## config.mk

```make
export PLATFORM = sky130hd
export DESIGN_NAME = sync_length_sum_frame_receiver_unit_flat
export DESIGN_NICKNAME = d
export VERILOG_FILES = /design/src/sv/slsfr_pkg.sv /design/src/sv/slsfr_if.sv /design/src/sv/slsfr_ctrl.sv /design/src/sv/slsfr_dp.sv /design/src/sv/sync_length_sum_frame_receiver_unit.sv /design/src/flat_wrapper.sv
export VERILOG_INCLUDE_DIRS = /design/src /design/src/sv
export SDC_FILE = /design/constraint.sdc
export NUM_CORES = 1
export LEC_CHECK = 0
export ABC_AREA = 1
export BUFFER_PORTS_ARGS = -buffer_cell sky130_fd_sc_hd__buf_2
export CORE_UTILIZATION = 55
export CTS_BUF_LIST = sky130_fd_sc_hd__clkbuf_8
export CTS_CLUSTER_DIAMETER = 200
export DETAILED_ROUTE_END_ITERATION = 8
export PLACE_DENSITY = 0.7
export SLEW_MARGIN = 10
export SYNTH_ARGS = -nofsm -noshare
export SYNTH_HDL_FRONTEND = slang
export SYNTH_HIERARCHICAL = 1
export SYNTH_SLANG_ARGS = --single-unit
```

## constraint.sdc

```tcl
create_clock -name clk -period 3.4 [get_ports clk]
set_input_delay 0.17 -clock clk [delete_from_list [all_inputs] [get_ports clk]]
set_output_delay 0.17 -clock clk [all_outputs]
set_load 0.01 [all_outputs]
```

## src/sv/sync_length_sum_frame_receiver_unit_macros.svh

```systemverilog
// ----------------------------------------------------------------------------
// Assertion macros for the frame receiver
// Immediate-implication and next-cycle-implication property wrappers.
// ----------------------------------------------------------------------------
`ifndef SYNC_LENGTH_SUM_FRAME_RECEIVER_UNIT_MACROS_SVH
`define SYNC_LENGTH_SUM_FRAME_RECEIVER_UNIT_MACROS_SVH

`ifndef NO_ASSERTIONS
// same-cycle implication
`define SLSFR_ASSERT_SAME(label, ante, cons, msg) \
  label: assert property (@(posedge clk) disable iff (!rst_n) (ante) |-> (cons)) \
    else $error(msg);
// next-cycle implication
`define SLSFR_ASSERT_NEXT(label, ante, cons, msg) \
  label: assert property (@(posedge clk) disable iff (!rst_n) (ante) |=> (cons)) \
    else $error(msg);
`else
`define SLSFR_ASSERT_SAME(label, ante, cons, msg)
`define SLSFR_ASSERT_NEXT(label, ante, cons, msg)
`endif

`endif

```

## src/sv/slsfr_pkg.sv

```systemverilog
// ----------------------------------------------------------------------------
// slsfr_pkg
// Shared widths, register codes and controller/datapath signal groups.
// ----------------------------------------------------------------------------
package slsfr_pkg;

  localparam int MAX_PAYLOAD = 32;
  localparam int ADDR_W      = $clog2(MAX_PAYLOAD);
  localparam int LEN_W       = ADDR_W + 1;
  localparam int BYTE_W      = 8;
  localparam int IDX_W       = 2;

  typedef logic [BYTE_W-1:0] byte_t;
  typedef logic [ADDR_W-1:0] addr_t;
  typedef logic [LEN_W-1:0]  len_t;
  typedef logic [IDX_W-1:0]  reg_idx_t;

  localparam reg_idx_t REG_FIRST_SYNC   = 2'd0;
  localparam reg_idx_t REG_SECOND_SYNC  = 2'd1;
  localparam reg_idx_t REG_LENGTH_LIMIT = 2'd2;

  localparam byte_t FIRST_SYNC_RST   = 8'hAA;
  localparam byte_t SECOND_SYNC_RST  = 8'hBB;
  localparam len_t  LENGTH_LIMIT_RST = len_t'(MAX_PAYLOAD);

  // controller -> datapath
  typedef struct packed {
    logic len_load;    // length byte accepted, start frame
    logic data_store;  // store payload byte, add to sum
    logic rd_clear;    // rewind read pointer for drain
    logic rd_issue;    // read store at read pointer
    logic out_load;    // move read data into output register
  } ctl_cmd_t;

  // datapath -> controller
  typedef struct packed {
    logic sync1_match;
    logic sync2_match;
    logic len_ok;
    logic data_done;
    logic sum_match;
    logic rd_last;
    logic out_free;
  } dp_sts_t;

endpackage

```

## src/sv/slsfr_if.sv

```systemverilog
// ----------------------------------------------------------------------------
// slsfr_in_if / slsfr_out_if
// Valid/ready channels for received bytes and checked payload bytes.
// ----------------------------------------------------------------------------
interface slsfr_in_if;
  import slsfr_pkg::*;
  logic  valid;
  logic  ready;
  byte_t rx_data;

  modport source (output valid, output rx_data, input ready);
  modport sink   (input valid, input rx_data, output ready);
endinterface

interface slsfr_out_if;
  import slsfr_pkg::*;
  logic  valid;
  logic  ready;
  byte_t payload_byte;
  addr_t byte_position;
  len_t  frame_length;
  logic  last;

  modport source (output valid, output payload_byte, output byte_position,
                  output frame_length, output last, input ready);
  modport sink   (input valid, input payload_byte, input byte_position,
                  input frame_length, input last, output ready);
endinterface

```

## src/sv/slsfr_ctrl.sv

```systemverilog
// ----------------------------------------------------------------------------
// slsfr_ctrl
// Frame state machine: sync hunt, length, payload, check and drain.
// ----------------------------------------------------------------------------
`include "sync_length_sum_frame_receiver_unit_macros.svh"

module slsfr_ctrl (
  input  logic                clk,
  input  logic                rst_n,
  input  logic                in_valid,
  output logic                in_ready,
  input  slsfr_pkg::dp_sts_t  sts,
  output slsfr_pkg::ctl_cmd_t cmd
);
  import slsfr_pkg::*;

  localparam logic [2:0] ST_SYNC1 = 3'd0;
  localparam logic [2:0] ST_SYNC2 = 3'd1;
  localparam logic [2:0] ST_LEN   = 3'd2;
  localparam logic [2:0] ST_DATA  = 3'd3;
  localparam logic [2:0] ST_CHECK = 3'd4;
  localparam logic [2:0] ST_RD    = 3'd5;
  localparam logic [2:0] ST_LOAD  = 3'd6;

  logic [2:0] state_r, state_nxt;
  logic       accept;

  assign in_ready = (state_r != ST_RD) && (state_r != ST_LOAD);
  assign accept   = in_valid && in_ready;

  always_comb begin
    state_nxt = state_r;
    cmd       = '0;
    unique case (state_r)
      ST_SYNC1: begin
        if (accept && sts.sync1_match) state_nxt = ST_SYNC2;
      end
      ST_SYNC2: begin
        if (accept) state_nxt = sts.sync2_match ? ST_LEN : ST_SYNC1;
      end
      ST_LEN: begin
        if (accept) begin
          cmd.len_load = sts.len_ok;
          state_nxt    = sts.len_ok ? ST_DATA : ST_SYNC1;
        end
      end
      ST_DATA: begin
        if (accept) begin
          cmd.data_store = 1'b1;
          if (sts.data_done) state_nxt = ST_CHECK;
        end
      end
      ST_CHECK: begin
        if (accept) begin
          cmd.rd_clear = sts.sum_match;
          state_nxt    = sts.sum_match ? ST_RD : ST_SYNC1;
        end
      end
      ST_RD: begin
        cmd.rd_issue = 1'b1;
        state_nxt    = ST_LOAD;
      end
      ST_LOAD: begin
        if (sts.out_free) begin
          cmd.out_load = 1'b1;
          state_nxt    = sts.rd_last ? ST_SYNC1 : ST_RD;
        end
      end
      default: state_nxt = ST_SYNC1;
    endcase
  end

  always_ff @(posedge clk) begin
    if (!rst_n) begin
      state_r <= ST_SYNC1;
    end else begin
      state_r <= state_nxt;
    end
  end

  `SLSFR_ASSERT_NEXT(a_rd_then_load, state_r == ST_RD, state_r == ST_LOAD, "read not followed by load")
  `SLSFR_ASSERT_SAME(a_load_when_free, cmd.out_load, sts.out_free, "output loaded while occupied")

endmodule

```

## src/sv/slsfr_dp.sv

```systemverilog
// ----------------------------------------------------------------------------
// slsfr_dp
// Config registers, byte compares, payload store, running sum, output register.
// ----------------------------------------------------------------------------
`include "sync_length_sum_frame_receiver_unit_macros.svh"

module slsfr_dp (
  input  logic                 clk,
  input  logic                 rst_n,
  input  logic                 cfg_we,
  input  slsfr_pkg::reg_idx_t  cfg_index,
  input  slsfr_pkg::byte_t     cfg_wdata,
  input  slsfr_pkg::byte_t     rx_data,
  input  slsfr_pkg::ctl_cmd_t  cmd,
  output slsfr_pkg::dp_sts_t   sts,
  output logic                 out_valid,
  input  logic                 out_ready,
  output slsfr_pkg::byte_t     out_payload_byte,
  output slsfr_pkg::addr_t     out_byte_position,
  output slsfr_pkg::len_t      out_frame_length,
  output logic                 out_last
);
  import slsfr_pkg::*;

  byte_t first_sync_r, second_sync_r;
  len_t  length_limit_r;
  len_t  eff_limit;

  len_t  exp_len_r;
  len_t  cnt_r;
  byte_t sum_r;
  addr_t rd_idx_r;
  byte_t mem_q_r;
  byte_t store_mem [MAX_PAYLOAD];

  logic  out_valid_r;
  byte_t out_byte_r;
  addr_t out_pos_r;
  len_t  out_len_r;
  logic  out_last_r;
  len_t  cnt_inc;
  len_t  rd_inc;

  always_ff @(posedge clk) begin
    if (!rst_n) begin
      first_sync_r   <= FIRST_SYNC_RST;
      second_sync_r  <= SECOND_SYNC_RST;
      length_limit_r <= LENGTH_LIMIT_RST;
    end else if (cfg_we) begin
      unique case (cfg_index)
        REG_FIRST_SYNC:   first_sync_r   <= cfg_wdata;
        REG_SECOND_SYNC:  second_sync_r  <= cfg_wdata;
        REG_LENGTH_LIMIT: length_limit_r <= cfg_wdata[LEN_W-1:0];
        default: ;
      endcase
    end
  end

  assign eff_limit = (length_limit_r > len_t'(MAX_PAYLOAD)) ? len_t'(MAX_PAYLOAD)
                                                            : length_limit_r;
  assign cnt_inc   = cnt_r + len_t'(1);
  assign rd_inc    = {1'b0, rd_idx_r} + len_t'(1);

  assign sts.sync1_match = (rx_data == first_sync_r);
  assign sts.sync2_match = (rx_data == second_sync_r);
  assign sts.len_ok      = (rx_data != '0) && (rx_data <= {{(BYTE_W-LEN_W){1'b0}}, eff_limit});
  assign sts.data_done   = (cnt_inc >= exp_len_r);
  assign sts.sum_match   = (rx_data == sum_r);
  assign sts.rd_last     = (rd_inc == exp_len_r);
  assign sts.out_free    = !out_valid_r || out_ready;

  always_ff @(posedge clk) begin
    if (!rst_n) begin
      exp_len_r <= '0;
      cnt_r     <= '0;
      sum_r     <= '0;
      rd_idx_r  <= '0;
    end else begin
      if (cmd.len_load) begin
        exp_len_r <= rx_data[LEN_W-1:0];
        cnt_r     <= '0;
        sum_r     <= '0;
      end else if (cmd.data_store) begin
        cnt_r <= cnt_inc;
        sum_r <= sum_r + rx_data;
      end
      if (cmd.rd_clear) begin
        rd_idx_r <= '0;
      end else if (cmd.out_load) begin
        rd_idx_r <= rd_inc[ADDR_W-1:0];
      end
    end
  end

  // payload store, registered read
  always_ff @(posedge clk) begin
    if (cmd.data_store) store_mem[cnt_r[ADDR_W-1:0]] <= rx_data;
    if (cmd.rd_issue) mem_q_r <= store_mem[rd_idx_r];
  end

  always_ff @(posedge clk) begin
    if (!rst_n) begin
      out_valid_r <= 1'b0;
    end else if (cmd.out_load) begin
      out_valid_r <= 1'b1;
    end else if (out_ready) begin
      out_valid_r <= 1'b0;
    end
  end

  always_ff @(posedge clk) begin
    if (cmd.out_load) begin
      out_byte_r <= mem_q_r;
      out_pos_r  <= rd_idx_r;
      out_len_r  <= exp_len_r;
      out_last_r <= sts.rd_last;
    end
  end

  assign out_valid         = out_valid_r;
  assign out_payload_byte  = out_byte_r;
  assign out_byte_position = out_pos_r;
  assign out_frame_length  = out_len_r;
  assign out_last          = out_last_r;

  `SLSFR_ASSERT_NEXT(a_last_marked, cmd.out_load && sts.rd_last, out_last_r && out_valid_r, "last byte not marked")
  `SLSFR_ASSERT_SAME(a_store_in_range, cmd.data_store, cnt_r < exp_len_r, "payload write past frame length")

endmodule

```

## src/sv/sync_length_sum_frame_receiver_unit.sv

```systemverilog
// ----------------------------------------------------------------------------
// sync_length_sum_frame_receiver_unit
// Two-byte sync, length and checksum deframer for a received byte stream.
// ----------------------------------------------------------------------------
// Received bytes are taken one per cycle while the block hunts for the two
// sync bytes, reads the length byte, collects payload and compares the check
// byte against the modulo-256 sum of the payload. A frame that passes is sent
// out from the internal 32-byte store, one transaction per payload byte with
// last set on the final one; a frame that fails is dropped silently. While a
// frame drains the input is stalled: each payload byte takes a registered
// store read and then an output register load, and the input is held longer
// still if the output side stalls. The input is open again once the last
// byte sits in the output register.
module sync_length_sum_frame_receiver_unit (
  input  logic                clk,
  input  logic                rst_n,
  input  logic                cfg_we,
  input  slsfr_pkg::reg_idx_t cfg_index,
  input  slsfr_pkg::byte_t    cfg_wdata,
  slsfr_in_if.sink            in_if,
  slsfr_out_if.source         out_if
);
  import slsfr_pkg::*;

  ctl_cmd_t cmd;
  dp_sts_t  sts;

  slsfr_ctrl u_ctrl (
    .clk      (clk),
    .rst_n    (rst_n),
    .in_valid (in_if.valid),
    .in_ready (in_if.ready),
    .sts      (sts),
    .cmd      (cmd)
  );

  slsfr_dp u_dp (
    .clk               (clk),
    .rst_n             (rst_n),
    .cfg_we            (cfg_we),
    .cfg_index         (cfg_index),
    .cfg_wdata         (cfg_wdata),
    .rx_data           (in_if.rx_data),
    .cmd               (cmd),
    .sts               (sts),
    .out_valid         (out_if.valid),
    .out_ready         (out_if.ready),
    .out_payload_byte  (out_if.payload_byte),
    .out_byte_position (out_if.byte_position),
    .out_frame_length  (out_if.frame_length),
    .out_last          (out_if.last)
  );

endmodule

```

## src/flat_wrapper.sv

```systemverilog
// flat-port wrapper written by rule: the top's interface ports become plain ports
module sync_length_sum_frame_receiver_unit_flat import slsfr_pkg::*;
  (clk, rst_n, cfg_we, cfg_index, cfg_wdata, in_if_valid, in_if_rx_data, in_if_ready, out_if_valid, out_if_payload_byte, out_if_byte_position, out_if_frame_length, out_if_last, out_if_ready);
  slsfr_in_if in_if_i ();
  slsfr_out_if out_if_i ();
  input  logic clk;
  input  logic rst_n;
  input  logic cfg_we;
  input  slsfr_pkg::reg_idx_t cfg_index;
  input  slsfr_pkg::byte_t cfg_wdata;
  input wire logic [$bits(in_if_i.valid)-1:0] in_if_valid;
  input wire logic [$bits(in_if_i.rx_data)-1:0] in_if_rx_data;
  output wire logic [$bits(in_if_i.ready)-1:0] in_if_ready;
  output wire logic [$bits(out_if_i.valid)-1:0] out_if_valid;
  output wire logic [$bits(out_if_i.payload_byte)-1:0] out_if_payload_byte;
  output wire logic [$bits(out_if_i.byte_position)-1:0] out_if_byte_position;
  output wire logic [$bits(out_if_i.frame_length)-1:0] out_if_frame_length;
  output wire logic [$bits(out_if_i.last)-1:0] out_if_last;
  input wire logic [$bits(out_if_i.ready)-1:0] out_if_ready;
  assign in_if_i.valid = in_if_valid;
  assign in_if_i.rx_data = in_if_rx_data;
  assign in_if_ready = in_if_i.ready;
  assign out_if_valid = out_if_i.valid;
  assign out_if_payload_byte = out_if_i.payload_byte;
  assign out_if_byte_position = out_if_i.byte_position;
  assign out_if_frame_length = out_if_i.frame_length;
  assign out_if_last = out_if_i.last;
  assign out_if_i.ready = out_if_ready;
  sync_length_sum_frame_receiver_unit u_core (.clk(clk), .rst_n(rst_n), .cfg_we(cfg_we), .cfg_index(cfg_index), .cfg_wdata(cfg_wdata), .in_if(in_if_i), .out_if(out_if_i));
endmodule
```

Word-level counts from Yosys, hierarchy flattened
Memory sizes are Yosys's and may differ from the RTL's. A register that Yosys moved wholly into a read port is not among the register bits.
Cells that the tools add are included.

operators by class
  add/subtract/negate cells = 3
  equal/unequal tests = 21
  muxes and demuxes = 26
  reduce and logical (&&, ||, !) cells = 16
  bitwise logic cells = 1
  order comparisons = 3

operator list
  operator               count
  $mux W3                9
  $eq A8 B8 Y1           3
  $pmux W3 S7            1
  $mux W1                13
  $ne A2 B2 Y1 const B   5
  $eq A3 B3 Y1 const B   3
  $add A8 B8 Y8          1
  $le A8 B6 Y1           1
  $reduce_bool A8 Y1     1
  $reduce_and A7 Y1      1
  $add A5 B1 Y6 const B  1
  $add A6 B1 Y6 const B  1
  $eq A3 B2 Y1 const B   2
  $eq A6 B6 Y1           1
  $ge A6 B6 Y1           1
  $gt A6 B6 Y1 const B   1
  $mux W6                1
  $ne A3 B3 Y1 const B   2
  $reduce_and A2 Y1      3
  $logic_and A1 B1 Y1    4
  $mux W2                2
  $ne A2 B1 Y1 const B   2
  $reduce_or A2 Y1       2
  $eq A3 B1 Y1 const B   1
  8 further kinds        8

word-level totals
  memories kept = 1
  memory bits (writable) = 256
  input port bits = 23
  register bits after elaboration = 71

memory list
  memory                 words  bits a word  rd ports  clocked after Yosys merged registers in  write ports  RTL line        source
  u_core.u_dp.store_mem  32     8            1         1                                        1            slsfr_dp.sv:34  byte_t store_mem [MAX_PAYLOAD];

Depth between registers and ports, before layout
Gate-level depths: netlist (run 1).

  word-level depth = 7
  gate-level depth with buffers = 18

By module
The synthesis (run 1) kept the hierarchy.

modules (own cells, without submodules)
  module      area an instance (µm²)  times used  cells an instance  sequential area each (µm²)
  slsfr_dp    14147.3                 1           1322               9489.1
  slsfr_ctrl  337.8                   1           60                 60.1

Worst setup path after synthesis (run 1)
OpenSTA, ideal clock, no wires.

  kind = register to register
  from = register u_core.u_ctrl.state_r[1]
  to = memory u_core/u_dp/store_mem[0][0] in the netlist's numbering (enable)
  cell stages (with the launch flop) = 10
  path slack = 937 ps
  data required time = 3030 ps
  arrival time = 2093 ps
  cell sequence = dfxtp_1 -> inv_2 -> nand3_1 -> inv_1 -> nor2_2 -> nand2_1 -> nor2_1 -> clkbuf_1 -> nand2_1 -> nor2_1

RTL lines
  element                 RTL line          source
  start, declared         slsfr_ctrl.sv:25  logic [2:0] state_r, state_nxt;
  start signal, assigned  slsfr_ctrl.sv:77  state_r <= state_nxt;
  end, declared           slsfr_dp.sv:34

==> flow_metrics.env, run 1 <==
export IMPL_coreArea_um2=25900
export IMPL_root_buffer="clkbuf_8"
export IMPL_cts_max_level=2
export IMPL_grt_pass1_vias=9612
export IMPL_hold_start="rst_n"
export IMPL_start_util_pct=55.9
export IMPL_avgRoutedWirePerCell_um=18.3
export IMPL_grt_use_total_pct=25.6
export IMPL_grt_max_degree=68
export IMPL_placementRows=59
export IMPL_seq_power_share_pct=53.7
export IMPL_crit_slowest_cell="nor2_1"
export IMPL_run_status="finished clean"
export IMPL_reg2reg_slack_ps=670
export IMPL_fin_ws_ps=669
export IMPL_ys_top_cells_by_area="edfxtp_1, nand2_1, nand3_1"
export IMPL_syn_nets=1430
export IMPL_routed_wl_um=33600
export IMPL_cts_tree="done"
export IMPL_fmax_mhz=366
export IMPL_vias_per_cell=5.49
export IMPL_synthDistinctLibCells=41
export IMPL_worst_path_largest_cell_delay_ps=550
export IMPL_critPathBufInv=4
export IMPL_swShare_pct=26.4
export IMPL_multi_input_area_um2=4290
export IMPL_synth_ff_type="edfxtp_1"
export IMPL_drt_iter0_drc=1065
export IMPL_hpwl_um=21400
export IMPL_p_int_uw=6310
export IMPL_final_seq_area_um2=9550
export IMPL_holdPathStages=2
export IMPL_cp_start_kind="register"
export IMPL_path_delay_family="simple AND/OR/NAND/NOR gates"
export IMPL_rr_worst_depth=10
export IMPL_die_area_um2=27000
export IMPL_post_route_period_util_pct=80.3
export IMPL_synthTopCellsByCount="nand2_1, edfxtp_1, nand3_1"
export IMPL_critPathKind="reg -> reg"
export IMPL_syn_area_per_cell_um2=10.5
export IMPL_hold_path_class="in -> reg"
export IMPL_antenna_found_initial=0
export IMPL_worstMarginPinSlew_ps=1110
export IMPL_synth_edf_count=284
export IMPL_cts_resized=0
export IMPL_fin_skew_ps=8.99
export IMPL_drc_errors=0
export IMPL_cap_violations=0
export IMPL_cp_cell_sequence="inv_2 > nand3_1 > inv_1 > nor2_2 > nand2_1 > nor2_1 > buf_4 > nand2_1 > buf_4 > nor2_1"
export IMPL_hold_violations=0
export IMPL_setup_tns_ps=0
export IMPL_ys_warn_count=6
export IMPL_max_slew_margin_pct=26.1
export IMPL_critPathRequiredTime_ps=3600
export IMPL_clk_pin_slew_ps=60
export IMPL_antenna_left=0
export IMPL_die_y_um=164
export IMPL_endpoint_kind="register"
export IMPL_r2r_end="u_core/u_dp/store_mem[9][1]$_DFFE_PP_"
export IMPL_place_area_um2=15000
export IMPL_rsz0062_at_grt="no"
export IMPL_netlist_instances=1382
export IMPL_crit_path_max_fanout=21
export IMPL_ios=45
export IMPL_p_per_area_nw_per_um2=533
export IMPL_finalSetupViolCount=0
export IMPL_vias=10106
export IMPL_pwr_share_clk_pct=35.1
export IMPL_drive_gt1_share_pct=10.7
export IMPL_pre_cts_slack_ps=660
export IMPL_insertedDiodeCount=0
export IMPL_cts_buffers=52
export IMPL_clk_path_buf_depth=3
export IMPL_cp_arrival_ps=2930
export IMPL_min_to="u_core/u_dp/second_sync_r[3]$_SDFFE_PN1P_"
export IMPL_switching_power_uw=2260
export IMPL_p_leak_uw=0.00625
export IMPL_async_flop_share_pct=0
export IMPL_fin_nets=1511
export IMPL_clock_sinks=335
export IMPL_final_min_clock_period_ps=2730
export IMPL_clk_latency_ps=570
export IMPL_grt_overflow=0
export IMPL_fillers=2068
export IMPL_p_comb_share_pct=11.2
export IMPL_r2r_start="u_core/u_ctrl/state_r[1]$_SDFFE_PN0P_"
export IMPL_area_delta_synth_final_pct=11.0
export IMPL_place_congestion=0.866
export IMPL_fin_area_um2=16100
export IMPL_die_w_um=164
export IMPL_synth_seq_area_share_pct=65.9
export IMPL_yosysMostFrequentCell="nand2_1"
export IMPL_netlist_area_leader_share_pct=58.9
export IMPL_peakVddDrop_v=0.000405
export IMPL_drt_pass1_iterations=6
export IMPL_netlist_area_um2=14500
export IMPL_yosys_area_top_type="edfxtp_1"
export IMPL_slew_violations=0
export IMPL_port_buffers=44
export IMPL_grt_pass1_wl_um=51800
export IMPL_ys_ff_latch=335
[layout by cell type, fill, tap and decap left out, types with 2 or more instances in the layout]
| master | n |
|---|---|
| xor2_1 | 6 |
| o21ai_0 | 34 |
| buf_12 | 2 |
| nand3_1 | 226 |
| clkinv_2 | 15 |
| nand4_1 | 8 |
| clkbuf_8 | 54 |
| dlygate4sd3_1 | 16 |
| inv_1 | 74 |
| dfxtp_1 | 49 |
| inv_2 | 2 |
| nor2_1 | 81 |
| xnor2_1 | 19 |
| buf_2 | 44 |
| nor2_2 | 5 |
| clkinv_1 | 20 |
| nor4_1 | 2 |
| a21oi_1 | 33 |
| nand2_2 | 3 |
| nand3b_1 | 2 |
| or2_2 | 2 |
| o211ai_1 | 3 |
| edfxtp_1 | 284 |
| buf_4 | 26 |
| nand2_1 | 456 |
| ha_1 | 24 |
[state kept, by name (all words and copies together), names as in the netlist, 3 cells and up]
name and flops:
u_core/u_dp/sum_r 8, u_core/u_ctrl/state_r 3, u_core/u_dp/mem_q_r 8, u_core/u_dp/out_byte_position 5
u_core/u_dp/out_payload_byte 8, u_core/u_dp/exp_len_r 6, u_core/u_dp/first_sync_r 8, u_core/u_dp/length_limit_r 6
u_core/u_dp/second_sync_r 8, u_core/u_dp/store_mem 256, u_core/u_dp/rd_idx_r 5, u_core/u_dp/cnt_r 6
u_core/u_dp/out_frame_length 6
[metrics by stage]
step / cells / utilization (%) / total power (uW) / hold slack (ps)
detailed placement: 1728 / 57.8 / 5630 / 406
CTS: 1842 / 62.0 / 8630 / 5.36
finish: 1842 / 62.0 / 8570 / 27.8
floorplan: 1382 / - / 5310 / 269
global placement: 1728 / 57.8 / 5620 / 408
global route: 1842 / 62.0 / 8930 / 23.7
[cell type report]
type / count / share of cell area, %
tap: 335 / 2.61
timing repair buffer: 88 / 3.83
clock buffer: 54 / 4.62
clock inverter: 44 / 1.17
multi-input combinational: 917 / 26.7
sequential: 335 / 59.4
inverter: 69 / 1.63
[kinds of logic (layout without fill, tap and decap cells)]
logic type	count (synthesis)	in the layout	synth area share (%)
XOR/XNOR	25	25	1.51
adder cells (fa/ha/maj)	25	25	2.21
buffers and inverters	130	255	4.46
flip-flops	335	335	65.9
AND/OR/NAND/NOR	792	792	23.2
AO/OA/AOI/OAI	75	75	2.74
[power by group through the flow]
stage / registers [uW] / logic, uW / clock network, uW
floorplan: 4650 / 660 / 0
global placement: 4690 / 933 / 0
detailed placement: 4690 / 946 / 0
CTS: 4600 / 960 / 3070
global route: 4610 / 1080 / 3250
finish: 4600 / 963 / 3010
[worst max-delay path by stage]
stage                                               start  slack (ps)  cells after the start                                      to
finish              u_core/u_ctrl/state_r[1]$_SDFFE_PN0P_         670                     10   u_core/u_dp/store_mem[9][1]$_DFFE_PP_
global route        u_core/u_ctrl/state_r[1]$_SDFFE_PN0P_         420                     10  u_core/u_dp/store_mem[26][3]$_DFFE_PP_
CTS                 u_core/u_ctrl/state_r[1]$_SDFFE_PN0P_         650                     10  u_core/u_dp/store_mem[10][6]$_DFFE_PP_
detailed placement  u_core/u_ctrl/state_r[1]$_SDFFE_PN0P_         660                     10  u_core/u_dp/store_mem[30][2]$_DFFE_PP_
global placement    u_core/u_ctrl/state_r[1]$_SDFFE_PN0P_         740                     10  u_core/u_dp/store_mem[26][3]$_DFFE_PP_
floorplan           u_core/u_ctrl/state_r[1]$_SDFFE_PN0P_         940                      9   u_core/u_dp/store_mem[0][0]$_DFFE_PP_
[layer usage]
layer / vias to the layer above / part of all wire, % / global-route usage (%)
met5: - / 0 / 0
met4: 0 / 2.7 / 9.55
met3: 60 / 6.5 / 3.89
met2: 344 / 48 / 42.1
met1: 4823 / 43 / 34.5
li1: 4879 / - / -
[repair_timing]
| action | in CTS | in global routing |
|---|---|---|
| hold endpoints to repair | 25 | 0 |
| hold buffers | 16 | 0 |
| buffers inserted | 0 | 0 |
| endpoints found under the setup margin | 0 | 0 |
(Power assumes the default switching activity.)
==> run 2, diff against run 1 <==
==> constraint.sdc (replaced) <==
create_clock -name clk -period 2.6 [get_ports clk]
set_input_delay 0.13 -clock clk [delete_from_list [all_inputs] [get_ports clk]]
set_output_delay 0.13 -clock clk [all_outputs]
set_load 0.01 [all_outputs]
==> flow_metrics.env, run 2 (synthesized netlist as in run 1, its figures left out) <==
export IMPL_grt_overflow=0
export IMPL_largest_register_ffs=256
export IMPL_clk_path_buf_depth=3
export IMPL_p_leak_uw=0.00651
export IMPL_rr_worst_depth=16
export IMPL_avgRoutedWirePerCell_um=17.8
export IMPL_worstMarginPinSlew_ps=730
export IMPL_cp_start_kind="register"
export IMPL_clk_pin_slew_ps=60
export IMPL_cap_violations=0
export IMPL_critPathKind="reg -> reg"
export IMPL_vias_per_cell=5.49
export IMPL_drc_errors=0
export IMPL_finalSetupViolCount=0
export IMPL_run_status="finished clean"
export IMPL_fin_nets=1555
export IMPL_critPathRequiredTime_ps=3050
export IMPL_grt_pass1_vias=9926
export IMPL_endpoint_kind="register"
export IMPL_die_w_um=164
export IMPL_grt_max_degree=69
export IMPL_hold_path_class="in -> reg"
export IMPL_final_common_cell="nand2_1"
export IMPL_holdPathStages=2
export IMPL_cts_tree="done"
export IMPL_peakVddDrop_v=0.000518
export IMPL_die_area_um2=27000
export IMPL_placementRows=59
export IMPL_grt_use_total_pct=25.5
export IMPL_post_route_period_util_pct=89.0
export IMPL_fmax_mhz=432
export IMPL_port_buffers=44
export IMPL_post_cts_setup_buffer_count=0
export IMPL_insertedDiodeCount=0
export IMPL_coreArea_um2=25900
export IMPL_routed_wl_um=33500
export IMPL_drive_gt1_share_pct=12.6
export IMPL_final_cell_mix="nand2_1, edfxtp_1, nand3_1, inv_1, nor2_1"
export IMPL_utilization_pct=63.6
export IMPL_drt_iter0_drc=960
export IMPL_clock_sinks=335
export IMPL_area_delta_synth_final_pct=13.7
export IMPL_max_slew_margin_pct=51.3
export IMPL_finalPower_uw=11300
export IMPL_fin_skew_ps=13.5
export IMPL_cts_max_level=2
export IMPL_final_min_clock_period_ps=2310
export IMPL_grt_pass1_wl_um=52100
export IMPL_die_y_um=164
export IMPL_rsz0062_at_grt="no"
export IMPL_antenna_found_initial=1
export IMPL_drt_pass1_iterations=7
export IMPL_root_buffer="clkbuf_8"
export IMPL_vias=10312
export IMPL_reg2reg_slack_ps=290
export IMPL_place_congestion=0.880
export IMPL_setup_tns_ps=0
export IMPL_hpwl_um=21000
export IMPL_antenna_left=0
export IMPL_hold_violations=0
export IMPL_start_util_pct=55.9
export IMPL_ios=45
export IMPL_cts_buffers=52
export IMPL_slew_violations=0
export IMPL_clk_latency_ps=570
export IMPL_crit_path_max_fanout=8
export IMPL_cp_arrival_ps=2760
export IMPL_p_per_area_nw_per_um2=688
run 2: through the flow:
stage          hold WS (ps)  setup slack [ps]  instances  instance area, um2
3_5_place_dp            385               250       1765               15300
6_report               36.3               286       1879               16500
2_1_floorplan           229               137       1382               14500
4_1_cts                22.0               220       1879               16500
3_3_place_gp            373               312       1765               15300
5_1_grt                23.6              46.1       1879               16500
run 2: worst paths after layout:
kind / startpoint / endpoint
setup / recovery: u_core/u_dp/length_limit_r[5]$_SDFFE_PN1P_ / u_core/u_dp/exp_len_r[2]$_SDFFE_PN0P_
hold / removal: in_if_rx_data[6] / u_core/u_dp/store_mem[22][6]$_DFFE_PP_
setup reg to reg: u_core/u_dp/length_limit_r[5]$_SDFFE_PN1P_ / u_core/u_dp/exp_len_r[2]$_SDFFE_PN0P_
hold reg to reg: u_core/u_dp/mem_q_r[0]$_DFFE_PP_ / u_core/u_dp/out_payload_byte[0]$_DFFE_PP_
run 2: final cells by class:
class                   instances  area (um2)
clock buffers                  53         729
clock inverters                38         216
fillers                      1998        9440
inverters                      69         263
multi-input cells             917        4300
flip-flops and latches        335        9550
well taps                     335         419
repair buffers                132         988
run 2: routing by layer:
metal	vias to the layer above	wire [um]	GRT usage (%)
li1	4969	-	-
met4	0	862	9.26
met2	389	16400	42.9
met1	4888	14100	33.2
met3	66	2110	4.27
met5	-	0	0
run 2: power by group:
part           total (uW)  internal (uW)  switching [uW]
sequential           6010           5920            83.6
clock                4010           2090            1920
combinational        1310            428             886
run 2: worst max-delay path, cell delays in order, from the launching register on:
cell     delay (ps)
dfxtp_1         310
inv_2           100
nand2_1          60
ha_1            290
a21oi_1         150
o21ai_0          90
nand2_1          60
nand2_1          50
a21oi_1         120
inv_1            50
nor2_1          100
nand2_1         110
nor2_2          190
buf_4           160
inv_1           100
o21ai_0         190
a21oi_1          60
run 2: what timing repair did:
item / in CTS / in global routing
hold buffers: 23 / 0
gates resized for setup: 0 / 5
endpoints found under the setup margin: 0 / 10
endpoints found under the hold margin: 28 / 0
